File: config.mk
export PLATFORM = sky130hd
export DESIGN_NAME = vgm_queue
export DESIGN_NICKNAME = d
export VERILOG_FILES = /design/src/rtl/vgm_pkg.sv /design/src/rtl/vgm_queue.sv
export SDC_FILE = /design/constraint.sdc
export NUM_CORES = 1
export LEC_CHECK = 0
export ABC_AREA = 1
export BUFFER_PORTS_ARGS = -buffer_cell sky130_fd_sc_hd__buf_2
export CORE_ASPECT_RATIO = 1.25
export CORE_MARGIN = 2
export CORE_UTILIZATION = 47
export DETAILED_ROUTE_END_ITERATION = 16
export PLACE_DENSITY = 0.74
export SETUP_SLACK_MARGIN = 0.15
export SKIP_CTS_REPAIR_TIMING = 1
export SLEW_MARGIN = 0
export SYNTH_ARGS = -nofsm -noshare
export SYNTH_HDL_FRONTEND = slang
export SYNTH_SLANG_ARGS = --single-unit
export TNS_END_PERCENT = 30
File: constraint.sdc
create_clock -name clk -period 5.1 [get_ports clk]
set_input_delay 0.255 -clock clk [delete_from_list [all_inputs] [get_ports clk]]
set_output_delay 0.255 -clock clk [all_outputs]
set_load 0.005 [all_outputs]
File: src/rtl/vgm_pkg.sv
// Shared types and codes of the volume gradient magnitude core.
`default_nettype none
package vgm_pkg;

    typedef logic [11:0] xy_t;
    typedef logic [11:0] z_t;
    typedef logic [15:0] sample_t;

    localparam int CFG_IDX_W = 2;
    localparam logic [CFG_IDX_W-1:0] REG_VOLUME_WIDTH  = 2'd0;
    localparam logic [CFG_IDX_W-1:0] REG_VOLUME_HEIGHT = 2'd1;
    localparam logic [CFG_IDX_W-1:0] REG_VOLUME_DEPTH  = 2'd2;

    localparam logic KIND_VOXEL = 1'b0;
    localparam logic KIND_DRAIN = 1'b1;

    // One unit of work for the back end.
    typedef struct packed {
        logic    wr_en;
        logic    has_res;
        logic    from_store;
        logic    last;
        logic    slot;
        logic    zl_slot;
        logic    wr_slot;
        xy_t     x;
        xy_t     y;
        xy_t     px;
        xy_t     nx;
        xy_t     py;
        xy_t     ny;
        z_t      pos_z;
        sample_t sample;
    } job_t;

    typedef struct packed {
        logic [15:0] magnitude;
        logic [7:0]  pos_x;
        logic [7:0]  pos_y;
        logic [11:0] pos_z;
        logic        last;
    } res_t;

endpackage
`default_nettype wire

File: src/rtl/vgm_queue.sv
// Two-entry job queue between the front end and the back end.
`default_nettype none
module vgm_queue (
    input  wire logic          clk,
    input  wire logic          rst_n,
    input  wire logic          wr,
    input  wire vgm_pkg::job_t wr_job,
    input  wire logic          rd,
    output vgm_pkg::job_t      rd_job,
    output logic               full,
    output logic               empty
);

    vgm_pkg::job_t entry_reg [0:1];
    logic          wr_ptr_reg;
    logic          rd_ptr_reg;
    logic [1:0]    count_reg;

    assign full   = (count_reg == 2'd2);
    assign empty  = (count_reg == 2'd0);
    assign rd_job = entry_reg[rd_ptr_reg];

    always_ff @(posedge clk)
    begin
        if (wr)
            entry_reg[wr_ptr_reg] <= wr_job;
    end

    always_ff @(posedge clk or negedge rst_n)
    begin
        if (!rst_n)
        begin
            wr_ptr_reg <= 1'b0;
            rd_ptr_reg <= 1'b0;
            count_reg  <= 2'd0;
        end
        else
        begin
            if (wr)
                wr_ptr_reg <= ~wr_ptr_reg;
            if (rd)
                rd_ptr_reg <= ~rd_ptr_reg;
            if (wr && !rd)
                count_reg <= count_reg + 2'd1;
            else if (rd && !wr)
                count_reg <= count_reg - 2'd1;
        end
    end

endmodule
`default_nettype wire

Word-level counts from Yosys, hierarchy flattened. Memories as Yosys holds them, arrays and structs flattened. Index checks and enable logic that the tools add are counted.

Bitwise gates (word level): 2. Add/subtract/negate cells: 2. Reduce and logical (&&, ||, !) cells: 6. Equal/unequal tests: 1. Multiplexer cells: 4.

Operators with widths (number): two-way mux 2 bit (2); adder 2 x 1 -> 2 bit (second input constant) (1); equality test 2 bit (second input constant) (1); logical AND 1 bit (2); logical NOT 1 bit (2); logical NOT 2 bit (1); two-way mux 1 bit (2); NOT 1 bit (2); nonzero test 2 bit (1); subtractor 2 x 1 -> 2 bit (second input constant) (1).

Output and inout bits: 109. Register bits: 4. Memories kept: 1. Input bits: 111. RAM bits: 214. Logic and storage cells: 19.

Memories: entry_reg (depth 2, width 107, rd ports 1, clocked after Yosys merged registers in 0, wr ports 1, RTL line vgm_queue.sv:14) `vgm_pkg::job_t entry_reg [0:1];`.

Depth between registers and ports, before layout. Gate-level depths: netlist (run 1).

Depth after elaboration: 4. Gate-level depth with buffers: 7.

Least setup slack after synthesis (run 1). No wires, ideal clock.

Kind: register -> register. Start: register wr_ptr_reg. End: memory entry_reg[0][0] (netlist bit), enable pin. Clock period less this slack: 5.440 ns. Path slack: -0.340 ns. Setup time: 0.577 ns. Cell stages (with the launch flop): 2. Path buffers: 0. Data arrival time: 4.863 ns. Cell sequence: dfrtp_1 -> nor2_1.

RTL lines: from (decl) (RTL line vgm_queue.sv:15) `logic wr_ptr_reg;`; from (signal assigned) (RTL line vgm_queue.sv:40) `wr_ptr_reg <= ~wr_ptr_reg;`; to (decl) (RTL line vgm_queue.sv:14).

No word-level cell before the write port.

==> results of run 1 <==
worst paths after layout:
path | startpoint | to | slack (ns) | depth (start not counted)
min reg2reg | count_reg[1]$_DFFE_PN0P_ | count_reg[1]$_DFFE_PN0P_ | 0.53 | 2
min in group asynchronous | rst_n | count_reg[0]$_DFFE_PN0P_ | 0.11 | 2
max | rd_ptr_reg$_DFFE_PN0P_ | rd_job[68] | 2.13 | 3
min | wr | wr_ptr_reg$_DFFE_PN0P_ | 0.03 | 2
max in group asynchronous | rst_n | rd_ptr_reg$_DFFE_PN0P_ | 4.85 | 2
max reg2reg | wr_ptr_reg$_DFFE_PN0P_ | entry_reg[1][69]$_DFFE_PP_ | 2.93 | 3
power breakdown:
group          switching [µW]  total, µW  internal, µW
Clock                     599       1400           802
Sequential                203       2580          2380
Combinational             600       1370           771
Total                    1400       5350          3950
layout make-up:
class | count | area [µm²]
antenna | 1 | 2.50
clock buffer | 25 | 541
clock inverter | 11 | 75.1
fill | 1163 | 5670
inverter | 7 | 28.8
multi-input combinational | 121 | 1370
sequential | 218 | 6530
tap | 220 | 275
timing repair buffer | 332 | 2220
Yosys cell counts, drive strengths merged:
master	count
edfxtp	214
mux2	107
buf	12
inv	7
nand2	5
dfrtp	4
nor2	3
xor2	2
ha	1
nand3	1
nand4	1
xnor2	1
stage by stage:
stage | hold WS (ns) | util | power, µW | setup WS [ns] | std cells
2_1_floorplan | -0.0406 | - | 3400 | 1.46 | 358
3_3_place_gp | 0.0600 | 0.558 | 3890 | 2.64 | 789
3_5_place_dp | 0.0672 | 0.558 | 3940 | 2.59 | 789
4_1_cts | -0.445 | 0.595 | 5340 | 2.07 | 825
5_1_grt | 0.0146 | 0.660 | 5620 | 1.96 | 935
6_report | 0.0273 | 0.660 | 5350 | 2.13 | 935
logic make-up (layout without fill, tap and decap cells):
logic type	after synthesis	after routing
fa+ha+maj	1	1
flops	218	218
simple gates	10	10
buf+inv	19	375
other cells	0	1
xor+xnor	3	3
mux	107	107
per-layer routing:
layer | GRT usage | part of all wire
met4 | 0.0419 | 0.016
met1 | 0.171 | 0.38
met2 | 0.284 | 0.54
met5 | 0 | 0
met3 | 0.0476 | 0.066
worst max-delay path: cells and delay by family (launching register included):
kind,cells,cell delay [ns]
mux,1,0.41
flops,1,1.09
buf+inv,2,0.72
==> impl_results.md, run 1 <==
* Mean Syn Cell Area at 22.3 µm²
* Cell area after layout at 11000 µm²
* Clock Path Buffers at 3
* Top cell type by total area after synthesis: edfxtp_1
* Total Routing Usage GR at 0.154
* Gpl congestion at 0.669
* Combinational family with the most area after synthesis: multiplexers
* Core Region at 16700 µm²
* Leading cell type in the layout, fill and taps excluded: buf_2
* Syn. warnings at 0
* Routed Antenna Nets at 0
* Area Overhead vs Synth at 38.0%
* Adder-cell share of the synthesized area at 0.00156
* Hold Vio Cnt, Final at 0
* Worst setup EP type: output port
* Max reg flops at 214
* Initial Utilization at 0.479
* Compound-gate portion of the synthesized area at 0
* Count of input and output buffers at 219
* Largest net degree at the start of global routing at 77
* Slowest CP cell: dfrtp_4
* Synth Cell Area at 8000 µm²
* Setup-failing EPs final at 0
* CP max stage delay at 1.09 ns
* 1st-iter DRT viols at 254
* WL final at 15.9 mm
* Seq cells post-synth at 218
* Setup Skew at 0.00584 ns
* Crit start category: flop
* Cell variety after synth at 14
* Die X at 121 µm
* Vias in the first global route at 4408
* Final Slew Violations at 0
* Synth Area in Simple Gates at 0.00516
* Root buffer cell: clkbuf_16
* Worst-Margin Slew at 1.02 ns
* Min cycle time layout at 2.97 ns
* Syn Inst Count at 358
* Hold Path Class: in -> reg
* Status: finished clean
* Rows at 53
* Height of the die at 150 µm
* Seq/Total Area, Yosys at 0.816
* PD cells at 485 nW/µm²
* Total Neg Setup Slack at 0 ns
* Post-detail-place hpwl at 9.64 mm
* CP required at 4.85 ns
* CP Cell Sequence: buf_4 -> mux2_2 -> buf_2
* Xor/xnor share of the synthesized area at 0.00329
* Via/cell ratio at 4.81
* CTS buffer count at 21
* DIE AREA at 18100 µm²
* RSZ-0062 raised after global routing: no
* Leak pwr at 0.00428 µW
* Cell area after placement at 9330 µm²
* Final worst-path cycle share at 0.583
* Ports at 220
* Worst path arrival time at 2.72 ns
* Synth top area cells: edfxtp_1, mux2_2, mux2_4, dfrtp_1, buf_6
* TritonRoute pass-1 iters at 4
* Clk Latency, worst-skew pair at 0.47 ns
* Crit path kind: reg -> out
* DRC Markers at 0
* Worst-path maximum fanout at 76
* TritonCTS clock tree: done
* Fin nets at 813
* Share of layout cells above drive strength 1 at 0.501
* Leading cell types in the layout, fill and taps excluded: buf_2, edfxtp_1, dlygate4sd3_1, mux2_2, clkbuf_16
* Post-synth top area share at 0.804
* Clock transition at path regs at 0.06 ns
* First-pass GRT wire length at 21.7 mm
* Max H-tree Level at 1
* Worst rel slew slack at 0.321
* GR Overflow Total at 0
* Max-cap viol count at 0
* Peak VDD IR at 457 µV
* Routed vias at 4499
* F_max at 336 MHz
* Syn Nets at 470
* Multiplexer area fraction after synthesis at 0.160
* Sink Count at 218
* Initial antenna violation count at 1
* WL/cell at 17.0 µm
Power figures use the tool's default switching activity.
==> inputs of run 2 (changes only) <==
--- a/config.mk
+++ b/config.mk
@@ -9,9 +9,9 @@
 export BUFFER_PORTS_ARGS = -buffer_cell sky130_fd_sc_hd__buf_2
 export CORE_ASPECT_RATIO = 1.25
 export CORE_MARGIN = 2
-export CORE_UTILIZATION = 47
+export CORE_UTILIZATION = 52
 export DETAILED_ROUTE_END_ITERATION = 16
-export PLACE_DENSITY = 0.74
+export PLACE_DENSITY = 0.77
 export SETUP_SLACK_MARGIN = 0.15
 export SKIP_CTS_REPAIR_TIMING = 1
 export SLEW_MARGIN = 0
==> constraint.sdc (replaced) <==
create_clock -name clk -period 2.9 [get_ports clk]
set_input_delay 0.145 -clock clk [delete_from_list [all_inputs] [get_ports clk]]
set_output_delay 0.145 -clock clk [all_outputs]
set_load 0.005 [all_outputs]
==> run 2 against run 1 <==
  * Total power grew 76%
  * Utilization up 7.4 points
  * Global-route usage up 1.8 points
  * Register-to-register slack got worse by 1.7 ns
  * Clock power increased by 68%
  * Clock skew up 0.012 ns
  * Via count increased by 2.6%
  * First-iteration DRC count is 22% lower
  * Die area fell by 9.3%
  * Sequential share of layout area is essentially flat
  * Clock-buffer cell count grew 4
  * Non-clock buffer count is 5 higher
  * Largest cell class unchanged
==> impl_results.md, run 2 (synthesis gave the netlist of run 1 again) <==
* Status: finished clean
* Height of the die at 143 µm
* Worst path arrival time at 2.21 ns
* Setup WS pre-CTS at 1.05 ns
* Hold Path Class: in -> reg
* Worst rel slew slack at 0.611
* GR Overflow Total at 0
* Crit path kind: reg -> out
* Leading cell types in the layout, fill and taps excluded: buf_2, edfxtp_1, dlygate4sd3_1, mux2_2, clkbuf_16
* F_max at 425 MHz
* TritonCTS clock tree: done
* DIE AREA at 16400 µm²
* Register area at 6530 µm²
* TritonRoute pass-1 iters at 4
* Via/cell ratio at 5.13
* Die X at 115 µm
* 1st-iter DRT viols at 198
* Multi-input gate area at 1370 µm²
* RSZ-0062 raised after global routing: no
* Max-cap viol count at 0
* Hold Vio Cnt, Final at 0
* Core Region at 15000 µm²
* Worst-Margin Slew at 0.583 ns
* Largest net degree at the start of global routing at 64
* First-pass GRT wire length at 21.5 mm
* Setup Skew at 0.0177 ns
* Worst setup EP type: output port
* Min Hold Slack at 0.382 ns
* Root buffer cell: clkbuf_16
* Leading cell type in the layout, fill and taps excluded: buf_2
* Area Overhead vs Synth at 37.9%
* Sink Count at 218
* Rows at 50
* Count of input and output buffers at 219
* WL/cell at 18.9 µm
* Clock Path Buffers at 3
* N_diodes at 0
* CP required at 2.76 ns
* Peak VDD IR at 766 µV
* Clk Latency, worst-skew pair at 0.49 ns
* Gpl congestion at 0.761
* WL final at 17.0 mm
* Post-detail-place hpwl at 9.99 mm
* Total Routing Usage GR at 0.172
* Fin nets at 817
* Clock transition at path regs at 0.06 ns
* Final Slew Violations at 0
* Initial Utilization at 0.533
* Power, Total at 9420 µW
* DRC Markers at 0
* Worst R2R Path Depth at 3
* Routed vias at 4615
* Max H-tree Level at 1
* PD cells at 855 nW/µm²
* Worst setup margin at 0.545 ns
* Max reg flops at 214
* Share of layout cells above drive strength 1 at 0.501
* Leak pwr at 0.00429 µW
* Fillers at 849
* Routed Antenna Nets at 0
* Worst hold path depth at 2
* Final worst-path cycle share at 0.812
* Worst-path maximum fanout at 35
* Crit start category: flop
* Setup-failing EPs final at 0
* Ports at 220
* CTS buffer count at 20
* Total Neg Setup Slack at 0 ns
* Vias in the first global route at 4281
* Initial antenna violation count at 0
* Min cycle time layout at 2.36 ns
==> run 2: worst max-delay path, stage by stage (launching register included) <==
cell	delay, ns
dfrtp_4	0.72
buf_4	0.44
mux2_2	0.40
buf_2	0.13
==> run 2: area by class of cell <==
type / count / area share
clock buffers: 29 / 0.0504
clock inverters: 5 / 0.00193
inverters: 7 / 0.00261
multi-input cells: 121 / 0.124
flip-flops and latches: 218 / 0.592
well taps: 182 / 0.0206
repair buffers: 337 / 0.208
==> run 2: power breakdown <==
group          total [µW]  switching, µW  leakage (µW)  internal [µW]
logic                2630           1220       0.00196           1410
clock network        2350           1020      0.000281           1320
registers            4450            263       0.00205           4180
==> run 2: worst paths after layout <==
path	start	to	slack (ns)
setup / recovery	rd_ptr_reg$_DFFE_PN0P_	rd_job[69]	0.54
hold / removal	wr_job[13]	entry_reg[0][13]$_DFFE_PP_	0.38
setup reg to reg	wr_ptr_reg$_DFFE_PN0P_	entry_reg[1][85]$_DFFE_PP_	1.28
hold reg to reg	count_reg[0]$_DFFE_PN0P_	count_reg[0]$_DFFE_PN0P_	0.55
max in group asynchronous	rst_n	rd_ptr_reg$_DFFE_PN0P_	2.11
min in group asynchronous	rst_n	count_reg[0]$_DFFE_PN0P_	0.59
==> run 2: through the flow <==
stage | utilization | instance area (µm²) | std cells
after floorplan | - | 8010 | 358
after global placement | 0.622 | 9340 | 754
after detailed placement | 0.622 | 9340 | 754
after CTS | 0.661 | 9920 | 788
after global routing | 0.735 | 11000 | 899
final | 0.735 | 11000 | 899
==> run 2: layer usage <==
metal  wire [µm]  GRT usage
met1        5950      0.180
met2        9340      0.304
met3        1310     0.0709
met4         406     0.0685
met5           0          0
==> inputs of run 3 (changes only) <==
--- a/config.mk
+++ b/config.mk
@@ -9,9 +9,9 @@
 export BUFFER_PORTS_ARGS = -buffer_cell sky130_fd_sc_hd__buf_2
 export CORE_ASPECT_RATIO = 1.25
 export CORE_MARGIN = 2
-export CORE_UTILIZATION = 52
+export CORE_UTILIZATION = 47
 export DETAILED_ROUTE_END_ITERATION = 16
-export PLACE_DENSITY = 0.77
+export PLACE_DENSITY = 0.74
 export SETUP_SLACK_MARGIN = 0.15
 export SKIP_CTS_REPAIR_TIMING = 1
 export SLEW_MARGIN = 0
==> constraint.sdc (replaced) <==
create_clock -name clk -period 1.95 [get_ports clk]
set_input_delay 0.0975 -clock clk [delete_from_list [all_inputs] [get_ports clk]]
set_output_delay 0.0975 -clock clk [all_outputs]
set_load 0.005 [all_outputs]
==> run 3 against run 2 <==
  * Register-to-register slack got worse by 0.71 ns
  * Final cell count up 5.9%
  * Non-clock buffer count is 12 higher
  * First-iteration DRC count is 50% higher
  * Wire length up 6.2%
  * Worst setup slack lost 0.45 ns
  * Combinational power rose by 86%
  * Worst hold slack got worse by 0.047 ns
  * Clock skew is 0.012 ns lower
  * Total power is 64% higher
  * Critical endpoint is now rd_job[56]
  * Sequential power increased by 45%
  * Highest routed layer unchanged
==> impl_results.md, run 3 (synthesis gave the netlist of run 1 again) <==
* Setup Skew at 0.00611 ns
* Total Routing Usage GR at 0.154
* Power, Total at 15500 µW
* Vias in the first global route at 4377
* CTS buffer count at 21
* Final worst-path cycle share at 0.954
* Share of layout cells above drive strength 1 at 0.516
* Status: finished clean
* Count of input and output buffers at 219
* Worst rel slew slack at 0.736
* M1 WL at 6.53 mm
* Largest net degree at the start of global routing at 67
* Final Slew Violations at 0
* Setup-failing EPs final at 0
* Root buffer cell: clkbuf_16
* DIE AREA at 18100 µm²
* WL met2 at 9.90 mm
* Worst setup EP type: output port
* GR Overflow Total at 0
* Sink Count at 218
* PD cells at 1340 nW/µm²
* Sw frac at 0.264
* WL final at 18.1 mm
* N_diodes at 0
* Area Overhead vs Synth at 44.0%
* Clk Latency, worst-skew pair at 0.48 ns
* Clock Path Buffers at 3
* Core Region at 16700 µm²
* Gpl congestion at 0.808
* First-pass GRT wire length at 21.7 mm
* Max H-tree Level at 1
* Worst-Margin Slew at 0.396 ns
* Min Hold Slack at 0.335 ns
* Die X at 121 µm
* Hold Vio Cnt, Final at 0
* Flop pwr share at 0.418
* Initial antenna violation count at 0
* Switch Pwr at 4090 µW
* Combinational share of power at 0.315
* Clock share of power at 0.267
* TritonRoute pass-1 iters at 4
* Leak pwr at 0.00449 µW
* 1st-iter DRT viols at 297
* Hold Path Class: in -> reg
* Highest Signal Layer: met4
* Height of the die at 150 µm
* Post-detail-place hpwl at 9.83 mm
* Via/cell ratio at 4.94
* TritonCTS clock tree: done
* Pint at 11400 µW
* Crit path kind: reg -> out
* Routed Antenna Nets at 0
* Worst path arrival time at 1.76 ns
* Initial Utilization at 0.479
* Crit start category: flop
* Worst-path maximum fanout at 7
* Peak VDD IR at 979 µV
* WL/cell at 19.0 µm
* Clock transition at path regs at 0.06 ns
* Max reg flops at 214
* Min cycle time layout at 1.86 ns
* RSZ-0062 raised after global routing: yes
* F_max at 538 MHz
* CP required at 1.85 ns
* Ports at 220
* Leading cell types in the layout, fill and taps excluded: edfxtp_1, buf_2, dlygate4sd3_1, mux2_2, clkbuf_16
* Routed vias at 4707
* Met3 Wirelength at 986 µm
* Fin nets at 830
* Setup WS pre-CTS at 0.541 ns
* DRC Markers at 0
* Worst setup margin at 0.0901 ns
* Max-cap viol count at 0
* Rows at 53
## run 3: per-stage QoR
stage / cell area, µm² / utilization / std cells / TNS (ns)
6_report: 11500 / 0.689 / 952 / 0
5_1_grt: 11500 / 0.689 / 952 / 0
4_1_cts: 10100 / 0.606 / 828 / 0
3_5_place_dp: 9420 / 0.564 / 791 / 0
3_3_place_gp: 9420 / 0.564 / 791 / 0
2_1_floorplan: 8010 / - / 358 / -105.39
## run 3: worst paths after layout
check / from / to / slack [ns] / cells after the start
max in group asynchronous: rst_n / rd_ptr_reg$_DFFE_PN0P_ / 1.25 / 3
min in group asynchronous: rst_n / rd_ptr_reg$_DFFE_PN0P_ / 0.51 / 3
worst max-delay path: rd_ptr_reg$_DFFE_PN0P_ / rd_job[56] / 0.09 / 4
worst min-delay path: wr_job[62] / entry_reg[0][62]$_DFFE_PP_ / 0.33 / 2
worst max register to register: wr_ptr_reg$_DFFE_PN0P_ / entry_reg[1][23]$_DFFE_PP_ / 0.57 / 3
worst min register to register: count_reg[1]$_DFFE_PN0P_ / count_reg[1]$_DFFE_PN0P_ / 0.52 / 2
## run 3: cell type report
type	instances	area (µm²)
multi-input cells	121	1370
repair buffers	349	2610
flip-flops and latches	218	6530
clock inverters	11	155
inverters	7	30.0
well taps	220	275
clock buffers	26	544
fillers	1065	5190
## run 3: metal layers
| metal | vias to the layer above | GRT usage |
|---|---|---|
| met1 | 2328 | 0.173 |
| met5 | - | 0 |
| met3 | 51 | 0.0373 |
| met2 | 194 | 0.268 |
| met4 | 0 | 0.0837 |
| li1 | 2134 | - |
## run 3: power groups by stage
stage	clock (µW)	sequential (µW)	combinational, µW
after floorplan	0	6500	2370
after global placement	0	6520	3810
after detailed placement	0	6580	3890
after CTS	4190	6480	3910
after global routing	4390	6540	5190
final	4140	6470	4880
## run 3: worst max-delay path, cell delays in order (launching register included)
cell       delay, ns
dfrtp_4         0.44
buf_6           0.17
clkbuf_16       0.17
mux2_2          0.36
buf_2           0.14
