--- src/rtl/vgm_pkg.sv ---
// Shared types and codes of the volume gradient magnitude core.
`default_nettype none
package vgm_pkg;

    typedef logic [11:0] xy_t;
    typedef logic [11:0] z_t;
    typedef logic [15:0] sample_t;

    localparam int CFG_IDX_W = 2;
    localparam logic [CFG_IDX_W-1:0] REG_VOLUME_WIDTH  = 2'd0;
    localparam logic [CFG_IDX_W-1:0] REG_VOLUME_HEIGHT = 2'd1;
    localparam logic [CFG_IDX_W-1:0] REG_VOLUME_DEPTH  = 2'd2;

    localparam logic KIND_VOXEL = 1'b0;
    localparam logic KIND_DRAIN = 1'b1;

    // One unit of work for the back end.
    typedef struct packed {
        logic    wr_en;
        logic    has_res;
        logic    from_store;
        logic    last;
        logic    slot;
        logic    zl_slot;
        logic    wr_slot;
        xy_t     x;
        xy_t     y;
        xy_t     px;
        xy_t     nx;
        xy_t     py;
        xy_t     ny;
        z_t      pos_z;
        sample_t sample;
    } job_t;

    typedef struct packed {
        logic [15:0] magnitude;
        logic [7:0]  pos_x;
        logic [7:0]  pos_y;
        logic [11:0] pos_z;
        logic        last;
    } res_t;

endpackage
`default_nettype wire

--- src/rtl/vgm_front.sv ---
// Front end: configuration registers, voxel and drain counters, job building.
`default_nettype none
module vgm_front #(
    parameter int MAX_WIDTH   = 256,
    parameter int MAX_HEIGHT  = 256,
    parameter int MAX_DEPTH   = 4096,
    parameter int SAMPLE_BITS = 16
) (
    input  wire logic                           clk,
    input  wire logic                           rst_n,
    input  wire logic                           push,
    input  wire logic                           kind,
    input  wire logic [15:0]                    sample,
    input  wire logic                           cfg_valid,
    input  wire logic [vgm_pkg::CFG_IDX_W-1:0] cfg_index,
    input  wire logic [12:0]                    cfg_data,
    input  wire logic                           job_full,
    output logic                                job_push,
    output vgm_pkg::job_t                       job
);

    localparam int XW = $clog2(MAX_WIDTH);
    localparam int YW = $clog2(MAX_HEIGHT);
    localparam int ZW = $clog2(MAX_DEPTH);
    localparam int WW = $clog2(MAX_WIDTH + 1);
    localparam int HW = $clog2(MAX_HEIGHT + 1);
    localparam int DW = $clog2(MAX_DEPTH + 1);
    localparam logic [15:0] SMASK =
        (SAMPLE_BITS >= 16) ? 16'hFFFF : 16'((64'd1 << SAMPLE_BITS) - 64'd1);

    logic [8:0]    width_reg;
    logic [8:0]    height_reg;
    logic [12:0]   depth_reg;
    logic [XW-1:0] in_x_reg, out_x_reg, cur_x, px, nx;
    logic [YW-1:0] in_y_reg, out_y_reg, cur_y, py, ny;
    logic [ZW-1:0] in_z_reg, out_z_reg;
    logic          complete_reg;
    logic [WW-1:0] w_eff;
    logic [HW-1:0] h_eff;
    logic [DW-1:0] d_eff;
    logic          accept;
    logic          x_end, y_end, z_end;

    always_comb
    begin
        w_eff = (width_reg == 9'd0) ? WW'(1) :
                ((32'(width_reg) > MAX_WIDTH) ? WW'(MAX_WIDTH) : WW'(width_reg));
        h_eff = (height_reg == 9'd0) ? HW'(1) :
                ((32'(height_reg) > MAX_HEIGHT) ? HW'(MAX_HEIGHT) : HW'(height_reg));
        d_eff = (depth_reg == 13'd0) ? DW'(1) :
                ((32'(depth_reg) > MAX_DEPTH) ? DW'(MAX_DEPTH) : DW'(depth_reg));
    end

    assign accept   = push && !job_full;
    assign job_push = accept && ((kind == vgm_pkg::KIND_VOXEL) ? !complete_reg : complete_reg);
    assign cur_x    = complete_reg ? out_x_reg : in_x_reg;
    assign cur_y    = complete_reg ? out_y_reg : in_y_reg;
    assign x_end    = !(32'(cur_x) + 32'd1 < 32'(w_eff));
    assign y_end    = !(32'(cur_y) + 32'd1 < 32'(h_eff));
    assign z_end    = !(32'(in_z_reg) + 32'd1 < 32'(d_eff));

    // Neighbor coordinates clamped to the volume.
    always_comb
    begin
        px = (cur_x == '0) ? '0 : XW'(32'(cur_x) - 32'd1);
        nx = x_end ? XW'(32'(w_eff) - 32'd1) : XW'(32'(cur_x) + 32'd1);
        py = (cur_y == '0) ? '0 : YW'(32'(cur_y) - 32'd1);
        ny = y_end ? YW'(32'(h_eff) - 32'd1) : YW'(32'(cur_y) + 32'd1);
    end

    always_comb
    begin
        job.x      = vgm_pkg::xy_t'(cur_x);
        job.y      = vgm_pkg::xy_t'(cur_y);
        job.px     = vgm_pkg::xy_t'(px);
        job.nx     = vgm_pkg::xy_t'(nx);
        job.py     = vgm_pkg::xy_t'(py);
        job.ny     = vgm_pkg::xy_t'(ny);
        job.sample = sample & SMASK;
        if (complete_reg)
        begin
            job.wr_en      = 1'b0;
            job.has_res    = 1'b1;
            job.from_store = 1'b1;
            job.last       = x_end && y_end;
            job.slot       = out_z_reg[0];
            job.zl_slot    = (out_z_reg == '0) ? out_z_reg[0] : ~out_z_reg[0];
            job.wr_slot    = out_z_reg[0];
            job.pos_z      = vgm_pkg::z_t'(out_z_reg);
        end
        else
        begin
            job.wr_en      = 1'b1;
            job.has_res    = (in_z_reg != '0);
            job.from_store = 1'b0;
            job.last       = 1'b0;
            job.slot       = ~in_z_reg[0];
            job.zl_slot    = (32'(in_z_reg) == 32'd1) ? 1'b0 : in_z_reg[0];
            job.wr_slot    = in_z_reg[0];
            job.pos_z      = vgm_pkg::z_t'(32'(in_z_reg) - 32'd1);
        end
    end

    always_ff @(posedge clk or negedge rst_n)
    begin
        if (!rst_n)
        begin
            width_reg  <= 9'd256;
            height_reg <= 9'd256;
            depth_reg  <= 13'd256;
        end
        else if (cfg_valid)
        begin
            unique case (cfg_index)
                vgm_pkg::REG_VOLUME_WIDTH:  width_reg  <= cfg_data[8:0];
                vgm_pkg::REG_VOLUME_HEIGHT: height_reg <= cfg_data[8:0];
                vgm_pkg::REG_VOLUME_DEPTH:  depth_reg  <= cfg_data;
                default: ;
            endcase
        end
    end

    always_ff @(posedge clk or negedge rst_n)
    begin
        if (!rst_n)
        begin
            in_x_reg     <= '0;
            in_y_reg     <= '0;
            in_z_reg     <= '0;
            out_x_reg    <= '0;
            out_y_reg    <= '0;
            out_z_reg    <= '0;
            complete_reg <= 1'b0;
        end
        else if (job_push)
        begin
            if (!complete_reg)
            begin
                if (!x_end)
                    in_x_reg <= XW'(32'(in_x_reg) + 32'd1);
                else
                begin
                    in_x_reg <= '0;
                    if (!y_end)
                        in_y_reg <= YW'(32'(in_y_reg) + 32'd1);
                    else
                    begin
                        in_y_reg <= '0;
                        if (!z_end)
                            in_z_reg <= ZW'(32'(in_z_reg) + 32'd1);
                        else
                        begin
                            in_z_reg     <= '0;
                            complete_reg <= 1'b1;
                            out_x_reg    <= '0;
                            out_y_reg    <= '0;
                            out_z_reg    <= in_z_reg;
                        end
                    end
                end
            end
            else if (x_end && y_end)
            begin
                complete_reg <= 1'b0;
                out_x_reg    <= '0;
                out_y_reg    <= '0;
                out_z_reg    <= '0;
                in_x_reg     <= '0;
                in_y_reg     <= '0;
                in_z_reg     <= '0;
            end
            else if (!x_end)
                out_x_reg <= XW'(32'(out_x_reg) + 32'd1);
            else
            begin
                out_x_reg <= '0;
                out_y_reg <= YW'(32'(out_y_reg) + 32'd1);
            end
        end
    end

endmodule
`default_nettype wire

--- config.mk ---
export PLATFORM = sky130hd
export DESIGN_NAME = vgm_front
export DESIGN_NICKNAME = d
export VERILOG_FILES = /design/src/rtl/vgm_pkg.sv /design/src/rtl/vgm_front.sv
export SDC_FILE = /design/constraint.sdc
export NUM_CORES = 1
export LEC_CHECK = 0
export CORE_ASPECT_RATIO = 0.8
export CORE_UTILIZATION = 60
export CTS_BUF_LIST = sky130_fd_sc_hd__clkbuf_16
export DETAILED_ROUTE_END_ITERATION = 8
export DONT_BUFFER_PORTS = 1
export GPL_ROUTABILITY_DRIVEN = 1
export PLACE_DENSITY = 0.76
export REMOVE_ABC_BUFFERS = 1
export SYNTH_ARGS = -nofsm -noshare
export SYNTH_HDL_FRONTEND = slang
export SYNTH_SLANG_ARGS = --single-unit
--- constraint.sdc ---
create_clock -name clk -period 4.5 [get_ports clk]
set_input_delay 0.45 -clock clk [delete_from_list [all_inputs] [get_ports clk]]
set_output_delay 0.45 -clock clk [all_outputs]
set_load 0.01 [all_outputs]
-- Word-level counts from Yosys, hierarchy flattened
Cells that the tools add are included.
- register bits after elaboration: 88
- logic and storage cells: 108
- bits of input ports: 37
- output and inout port bits: 108
- order comparisons: 6
- mux-type cells: 46
- bitwise operators: 2
- $add $sub $neg: 12
- equal/unequal tests: 8
- reductions and logical operators: 24
- operator list (kind ; number):
    8-bit 2-to-1 mux ; 21
    12-bit 2-to-1 mux ; 10
    9-bit 2-to-1 mux ; 4
    8-bit by 1-bit adder with 8-bit output, second input constant ; 4
    32-bit by 13-bit < comparator with 1-bit output ; 1
    8-bit by 1-bit subtractor with 8-bit output, second input constant ; 4
    13-bit 2-to-1 mux ; 2
    8-bit by 1-bit adder with 9-bit output, second input constant ; 2
    9-bit > comparator, second input constant ; 2
    9-bit logical NOT ; 2
    9-bit < comparator ; 2
    8-bit logical NOT ; 2
    12-bit by 1-bit adder with 13-bit output, second input constant ; 1
    13-bit > comparator, second input constant ; 1
    13-bit logical NOT ; 1
    12-bit by 1-bit equality test with 1-bit output, second input constant ; 1
    12-bit logical NOT ; 1
    12-bit nonzero test ; 1
    12-bit by 1-bit subtractor with 12-bit output, second input constant ; 1
    5-bit AND reduction ; 2
    1-bit 2-to-1 mux ; 8
    2-bit AND reduction ; 4
    4-bit AND reduction ; 2
    7-bit 2-to-1 mux ; 1
    9 further kinds ; 18

-- Longest topological paths before layout
Gate-level depths: netlist of run 1.
- depth in word-level cells: 8
- gate-level depth with buffers: 17
- depth with buffers taken out: 15

-- Worst setup path before layout of run 1
No wires, ideal clock.
- kind: reg2out
- start: register complete_reg
- end: output port job[35] (netlist bit)
- slack: 0.540 ns
- data required time: 4.050 ns
- data arrival time: 3.510 ns
- path buffers: 5
- cell stages (with the launch flop): 17
- cell sequence: dfrtp_1 buf_2 buf_2 mux2i_1 inv_1 ha_1 and4_1 xnor2_1 ha_1 a222oi_1 nand3_1 o22ai_4 buf_6 buf_2 buf_2 nand2_1 o21ai_0
- RTL lines (what ; line ; source):
    start, declared ; vgm_front.sv:37 ; logic complete_reg;
    start signal, assigned ; vgm_front.sv:133 ; complete_reg <= 1'b0;
    start signal, assigned ; vgm_front.sv:154 ; complete_reg <= 1'b1;
    start signal, assigned ; vgm_front.sv:164 ; complete_reg <= 1'b0;
    end, declared ; vgm_front.sv:19 ; output vgm_pkg::job_t job

==> impl_metrics.ini, run 1 <==
[outcome]
outcome = finished clean

[cells_and_area]
final_common_cell = nand2_1
multi_input_area_mm2 = 0.00410
fin_nets = 852
drive_gt1_frac = 0.133
design_area_mm2 = 0.00718
area_growth_pct = 5.53
fillers = 919
largest_register_ffs = 13
register_area_mm2 = 0.00221
antenna_cells = 0
fin_util = 0.655
most-common-layout-cells = nand2_1, dfrtp_1, o21ai_0

[synth]
synth_edf_count = 0
synth_cell_types = 67
synthSimpleGateAreaFrac = 0.197
synth_flop_cell = dfrtp_1
synth.avg_cell_area_um2 = 8.67
yosys.area_share.adder = 0.0772
synth-seq-cells = 88
synth_compound_area_frac = 0.177
syn-cell-area_mm2 = 0.00681
yosysWarningCount = 0
synth_cells = 785
synth-xor-area-share = 0.0527
async_flop_share = 1.00
synth_mux_area_frac = 0.0831
seq_area_frac_synth = 0.324
synth_top_family_by_area = simple AND/OR/NAND/NOR gates

[cts]
cts_tree = built
cts_inserted_buffers = 9
clock_insertion_delay_worst_skew_ns = 0.34
cts_sinks = 88
root_buffer = clkbuf_16
clockBufferDepth = 2
clkSlewWorstSetupHoldPaths_ns = 0.06
htree_num_levels = 3

[min_path]
worstHoldPathType = input pin to async pin

[sta]
fin_crit_sh = 0.954
final_hold_viol_count = 0
final-setup-viol-count = 0
worst_pin_slew_ns = 1.11
rsz0062_at_grt = no
maxSlewHeadroom = 0.252
skew_ns = 0.00853
max_freq_ghz = 0.233
slew_violations = 0
period_minus_slack_ns = 4.29

[route]
drc = 0
drt-total-wl_um = 17700
wl_per_cell_um = 19.2
ant_nets = 0
vias_per_cell = 6.37
drtIter0Drc = 499
drtPass1Iterations = 6
num_vias = 5865

[floorplan]
rows = 34
core_mm2 = 0.0110
boundaryPins = 145
die_y_um = 97.3
die_area_mm2 = 0.0118
die_w_um = 121
initial_core_util = 0.620

[placement]
routabilityCongestion = 0.889
place_area_mm2 = 0.00679
io_buffers = 0
dp_hpwl_um = 13100

[global_routing]
grt_max_degree = 89
grt_pass1_wl_um = 28200
grt_pass1_vias = 5459
grt_usage = 0.306
overflow = 0
antenna_found_initial = 0

[worst_setup_path]
cp-end-kind = output port
crit_arrival_ns = 3.84
cp_max_fo = 19
startpoint_type = flip-flop
path_class = flip-flop to output port
crit_required_ns = 4.05

[power_and_ir_drop]
peakVddDrop_mv = 0.336
leakagePower_uw = 0.00325
p_per_area_mw_per_mm2 = 562

[job]
drv_cap = 0
## per-layer routing
metal	part of all wire	GRT usage	wire [µm]
met1	0.44	0.429	7760
met2	0.45	0.465	8020
met3	0.096	0.0869	1690
met4	0.014	0.0750	240
met5	0	0	0
## per-stage QoR
step	total power [µW]	instances	hold WS [ns]	setup slack [ns]	TNS, ns
6_report	4040	921	0.0142	0.207	0
5_1_grt	4290	921	0.0400	0.0706	0
4_1_cts	3960	917	0.0391	0.0361	0
3_5_place_dp	3120	901	0.158	0.260	0
3_3_place_gp	3040	901	0.158	0.428	0
2_1_floorplan	2520	731	0.154	-0.725	-23.02
## synth_stat cells, types with 5 or more instances
master	n	share of area
nor3_1	18	0.013
a21oi_1	39	0.029
a21o_1	13	0.014
inv_1	30	0.017
mux2i_1	18	0.026
dfrtp_1	85	0.31
xnor2_1	36	0.046
xor2_1	5	0.0064
nor2_1	47	0.026
o31ai_1	10	0.011
a22o_1	25	0.032
nor2b_1	6	0.0055
buf_4	44	0.049
nor4_1	9	0.0083
o211ai_1	7	0.0077
nor3b_1	7	0.0077
nand4_1	9	0.0083
nand2_1	93	0.051
nand2b_1	6	0.0055
nand3_1	41	0.030
o21ai_0	50	0.037
clkbuf_1	18	0.0099
buf_2	10	0.0074
ha_1	42	0.077
or3_1	5	0.0046
mux2_2	33	0.055
and3_1	12	0.011
## cells by family after synthesis
group / after synthesis
AND/OR/NAND/NOR: 273
adder cells (fa/ha/maj): 42
XOR/XNOR: 41
AO/OA/AOI/OAI: 179
flip-flops: 88
other: 1
multiplexers: 52
buffers and inverters: 109
## critical path, cell delays in order, from the launching register on
cell	delay (ns)
dfrtp_4	0.62
mux2i_2	0.46
inv_1	0.23
ha_1	0.30
nand3_1	0.12
nor3_1	0.08
ha_1	0.31
o21ai_0	0.09
a21oi_1	0.25
o211ai_2	0.17
and3_1	0.32
buf_4	0.27
nor3_2	0.28
## where the power goes
group / total [µW] / internal [µW] / switching [µW] / leakage (µW)
sequential: 1140 / 930 / 206 / 0.00112
clock: 796 / 482 / 314 / 0.000151
combinational: 2110 / 784 / 1330 / 0.00198
total: 4040 / 2200 / 1850 / 0.00325
## final cells by class
cell class | count | share of cell area
multi-input cells | 611 | 0.571
well taps | 144 | 0.0251
repair buffers | 31 | 0.0369
clock buffers | 9 | 0.0313
inverters | 32 | 0.0167
flip-flops and latches | 88 | 0.308
clock inverters | 6 | 0.0118
## final timing paths
check,startpoint,endpoint,slack [ns],depth (start not counted)
max,complete_reg,job[103],0.21,12
min,rst_n,out_z_reg[2],0.01,1
max reg2reg,in_z_reg[0],out_z_reg[10],0.34,15
min reg2reg,depth_reg[11],depth_reg[11],0.54,1
max in group asynchronous,rst_n,width_reg[8],4.10,1
min in group clk,cfg_data[8],width_reg[8],0.24,2
## timing repair
action,in CTS,in global routing
setup endpoints to repair,1,21
resized for setup,1,3
hold endpoints to repair,88,0
setup buffers,0,4
pin swaps,0,1
hold buffers,1,0
(Power assumes the default switching activity.)
==> run 2: changes to the inputs <==
Clock period 4.5 ns to 5 ns, I/O delays scaled along.
==> run 2 against run 1 <==
Against the previous run:
- critical path depth did not move
- combinational power down 18%
- global-route usage decreased by 1.1 points
- core utilization is 1.9 points lower
- clock skew hardly changed
- die area did not move
- routed wire length is 2.5% lower
- sequential cell count unchanged
- power shrank 15%
- final cell count fell by 2.4%
- sequential power shrank 11%
- largest cell class unchanged
==> impl_metrics.ini, run 2 (same netlist as run 1, synthesis figures left out) <==
[placement]
routabilityCongestion = 0.893
dp_hpwl_um = 12800
io_buffers = 0
dpl.cell_count = 881
place_area_mm2 = 0.00664

[power_and_ir_drop]
p_seq_frac = 0.296
p_clk_frac = 0.199
swShare = 0.474
power.total_uw = 3430
p_int_uw = 1800
p_comb_frac = 0.506
power_switching_uw = 1620
p_per_area_mw_per_mm2 = 491
peakVddDrop_mv = 0.254
leakagePower_uw = 0.00313

[floorplan]
die_w_um = 121
initial_core_util = 0.620
die_area_mm2 = 0.0118
boundaryPins = 145
rows = 34
die_y_um = 97.3
core_mm2 = 0.0110

[cells_and_area]
most-common-layout-cells = nand2_1, dfrtp_1, o21ai_0
fin_nets = 829
antenna_cells = 0
drive_gt1_frac = 0.105
final_common_cell = nand2_1
design_area_mm2 = 0.00698
largest_register_ffs = 13
fin_cells = 899
area_growth_pct = 2.46

[worst_setup_path]
path_class = flip-flop to output port
startpoint_type = flip-flop
cp_max_fo = 33
crit_arrival_ns = 4.29
crit_required_ns = 4.50
cp-end-kind = output port

[sta]
fin_crit_sh = 0.959
rsz0062_at_grt = no
worst_pin_slew_ns = 1.18
max_freq_ghz = 0.209
slew_violations = 0
final_hold_viol_count = 0
skew_ns = 0.00848
final-setup-viol-count = 0
maxSlewHeadroom = 0.204
hold-worst-slack_ns = 0.0599
period_minus_slack_ns = 4.79

[cts]
clockBufferDepth = 2
cts_sinks = 88
clkSlewWorstSetupHoldPaths_ns = 0.07
htree_num_levels = 3
cts_tree = built
cts_setup_buffers = 0
clock_insertion_delay_worst_skew_ns = 0.35
root_buffer = clkbuf_16
cts_inserted_buffers = 9

[route]
drtPass1Iterations = 5
drt-total-wl_um = 17300
num_vias = 5802
wl_per_cell_um = 19.2
drtIter0Drc = 502
vias_per_cell = 6.45
drc = 0
ant_nets = 0

[global_routing]
grt_max_degree = 86
overflow = 0
grt_pass1_wl_um = 27200
grt_pass1_vias = 5370
antenna_found_initial = 0
grt_usage = 0.295

[outcome]
outcome = finished clean

[job]
drv_cap = 0

[min_path]
worstHoldPathType = input pin to async pin
[run 2: cell count changes in the layout (fill, tap and decap cells not counted), sizes merged]
cell         previous run  this run
buf                    31         7
inv                    31        33
bufinv                  2         1
dlygate4sd3             0         1
[run 2: path summary, 6_finish.rpt]
check	from	end	slack, ns	depth (start not counted)
setup / recovery	complete_reg	job[28]	0.21	12
hold / removal	rst_n	out_z_reg[0]	0.06	1
setup reg to reg	complete_reg	out_z_reg[11]	0.44	12
hold reg to reg	depth_reg[1]	depth_reg[1]	0.54	1
max in group asynchronous	rst_n	height_reg[8]	4.15	1
min in group clk	cfg_data[8]	width_reg[8]	0.28	2
[run 2: layout make-up]
type / count / area (µm²)
Clock buffer: 9 / 225
Clock inverter: 7 / 70.1
Fill cell: 927 / 4000
Inverter: 32 / 120
Multi-Input combinational cell: 611 / 4090
Sequential cell: 88 / 2210
Tap cell: 144 / 180
Timing Repair Buffer: 8 / 82.6
[run 2: what timing repair did]
item                                    4_1_cts  5_1_grt
gates resized for setup                       0        1
endpoints found under the hold margin        85        0
endpoints found under the setup margin        0        8
hold buffers                                  2        0
[run 2: layer usage]
layer | share of wire | wire length (µm) | up-vias | track usage
li1 | - | - | 2680 | -
met3 | 0.11 | 1890 | 41 | 0.0986
met5 | 0 | 0 | - | 0
met4 | 0.027 | 458 | 0 | 0.0988
met2 | 0.44 | 7510 | 330 | 0.430
met1 | 0.43 | 7400 | 2751 | 0.409
[run 2: critical path: stages (launching register included)]
cell	delay (ns)
dfrtp_2	0.67
buf_4	0.45
mux2i_1	0.28
inv_1	0.20
and4_1	0.27
xnor2_1	0.22
ha_1	0.29
a222oi_1	0.36
nand3_1	0.17
o22ai_4	0.32
buf_4	0.35
nor2_1	0.08
a21oi_1	0.29
[run 2: metrics by stage]
| step | setup WS, ns | setup TNS, ns | utilization |
|---|---|---|---|
| floorplan | -0.225 | -2.70 | - |
| global placement | 0.659 | 0 | 0.605 |
| detailed placement | 0.518 | 0 | 0.605 |
| CTS | 0.232 | 0 | 0.635 |
| global route | 0.0151 | 0 | 0.636 |
| finish | 0.206 | 0 | 0.636 |
[run 2: power groups by stage]
stage / combinational [µW] / clock (µW) / sequential, µW
3_5_place_dp: 1680 / 0 / 1020
2_1_floorplan: 1290 / 0 / 981
6_report: 1730 / 680 / 1010
5_1_grt: 1900 / 713 / 1030
3_3_place_gp: 1620 / 0 / 1010
4_1_cts: 1710 / 686 / 1010
==> run 3: changes to the inputs <==
Settings changed: PLACE_DENSITY 0.76 to 0.8.
==> run 3 against run 2 <==
Against the previous run:
- critical path depth is the same
- sequential power is essentially flat
- setup slack worse by 0.018 ns
- largest cell class unchanged
- critical path type unchanged
- final cell count unchanged
- die area is the same
- clock power fell by 13%
==> impl_metrics.ini, run 3 (same netlist as run 1, synthesis figures left out) <==
[power_and_ir_drop]
p_clk_frac = 0.178
leakagePower_uw = 0.00312
p_seq_frac = 0.303
p_per_area_mw_per_mm2 = 482
peakVddDrop_mv = 0.255
p_int_uw = 1750
p_comb_frac = 0.520
swShare = 0.478
power_switching_uw = 1600

[sta]
maxSlewHeadroom = 0.148
fin_crit_sh = 0.962
max_freq_ghz = 0.208
skew_ns = 0.00839
hold-worst-slack_ns = 0.0513
final_hold_viol_count = 0
period_minus_slack_ns = 4.81
worst_pin_slew_ns = 1.27
slew_violations = 0
final-setup-viol-count = 0
rsz0062_at_grt = no

[route]
drtPass1Iterations = 7
drt-total-wl_um = 17100
drc = 0
wl_per_cell_um = 19.0
drtIter0Drc = 565
num_vias = 5763
ant_nets = 0
vias_per_cell = 6.41

[global_routing]
overflow = 0
grt_pass1_wl_um = 28000
grt_usage = 0.303
grt_max_degree = 86
antenna_found_initial = 0
grt_pass1_vias = 5433

[floorplan]
die_w_um = 121
rows = 34
boundaryPins = 145
core_mm2 = 0.0110
initial_core_util = 0.620
die_y_um = 97.3
die_area_mm2 = 0.0118

[cts]
clock_insertion_delay_worst_skew_ns = 0.34
root_buffer = clkbuf_16
cts_setup_buffers = 0
cts_sinks = 88
cts_inserted_buffers = 9
htree_num_levels = 3
clkSlewWorstSetupHoldPaths_ns = 0.06
clockBufferDepth = 2
cts_tree = built

[cells_and_area]
fin_nets = 830
most-common-layout-cells = nand2_1, dfrtp_1, o21ai_0
area_growth_pct = 1.97
fillers = 933
final_common_cell = nand2_1
largest_register_ffs = 13
design_area_mm2 = 0.00694
antenna_cells = 0
drive_gt1_frac = 0.102

[min_path]
worstHoldPathType = input pin to async pin

[worst_setup_path]
cp-end-kind = output port
r2r_start = complete_reg
crit_arrival_ns = 4.31
path_class = flip-flop to output port
crit_path_top_delay_cell = a31oi_1
crit_required_ns = 4.50
cp_cell_sequence = buf_4, mux2i_1, inv_1, ha_1, nand3_1, xnor2_1, ha_1, nand3_1, nand2_1, a21oi_1, nand3_1, a31oi_1
crit_family = compound AO/OA/AOI/OAI gates
crit_top_cell = nand3_1
max_stage_delay_ns = 0.61
crit_start = complete_reg
startpoint_type = flip-flop
cp_max_fo = 31
crit_buf_inv = 2

[placement]
dp_hpwl_um = 12700
io_buffers = 0
place_area_mm2 = 0.00665
routabilityCongestion = 0.949

[outcome]
outcome = finished clean

[job]
drv_cap = 0
run 3: path summary, 6_finish.rpt:
| check | slack (ns) | cells after the start | to |
|---|---|---|---|
| min in group clk | 0.28 | 2 | width_reg[8] |
| setup / recovery | 0.19 | 12 | job[57] |
| hold reg to reg | 0.54 | 1 | out_z_reg[3] |
| max in group asynchronous | 4.19 | 1 | width_reg[8] |
| setup reg to reg | 0.53 | 14 | out_z_reg[9] |
| hold / removal | 0.05 | 1 | out_z_reg[11] |
run 3: per-stage QoR:
stage               setup WS (ns)   util  instances  power, µW  TNS (ns)
floorplan                  -0.225      -        731       2270     -2.70
global placement            0.785  0.606        882       2620         0
detailed placement          0.541  0.606        882       2700         0
CTS                         0.227  0.632        899       3320         0
global route             0.000968  0.632        899       3570         0
finish                      0.188  0.632        899       3340         0
run 3: power groups by stage:
stage	clock, µW	combinational (µW)	sequential (µW)
6_report	594	1740	1010
3_5_place_dp	0	1690	1020
4_1_cts	600	1720	1000
2_1_floorplan	0	1290	981
5_1_grt	630	1910	1030
3_3_place_gp	0	1620	1010
run 3: what timing repair did:
item | CTS | global route
gates resized for setup | 0 | 1
hold endpoints to repair | 85 | 0
setup endpoints to repair | 0 | 5
hold buffers | 2 | 0
run 3: metal layers:
layer	vias to the layer above	wire (µm)	GRT usage
met1	2748	7500	0.424
li1	2690	-	-
met4	0	383	0.0798
met2	283	7820	0.464
met3	42	1420	0.0792
met5	-	0	0
run 3: worst register-to-register path, stage by stage (launching register included):
cell and delay (ns):
dfrtp_2 0.47, buf_4 0.40, mux2i_1 0.45, inv_1 0.22
ha_1 0.31, nand3_1 0.13, xnor2_1 0.18, ha_1 0.30
nand3_1 0.10, nand2_1 0.05, a21oi_1 0.23, a31o_2 0.39
nor4_4 0.12, a21oi_1 0.76, a22o_1 0.28
run 3: layout make-up:
cell class                 instances  area, µm²  share of cell area
clock inverter                     6       31.3             0.00451
timing repair buffer               9       90.1              0.0130
tap                              144        180              0.0260
multi-input combinational        611       4090               0.589
sequential                        88       2210               0.318
clock buffer                       9        225              0.0324
inverter                          32        120              0.0173
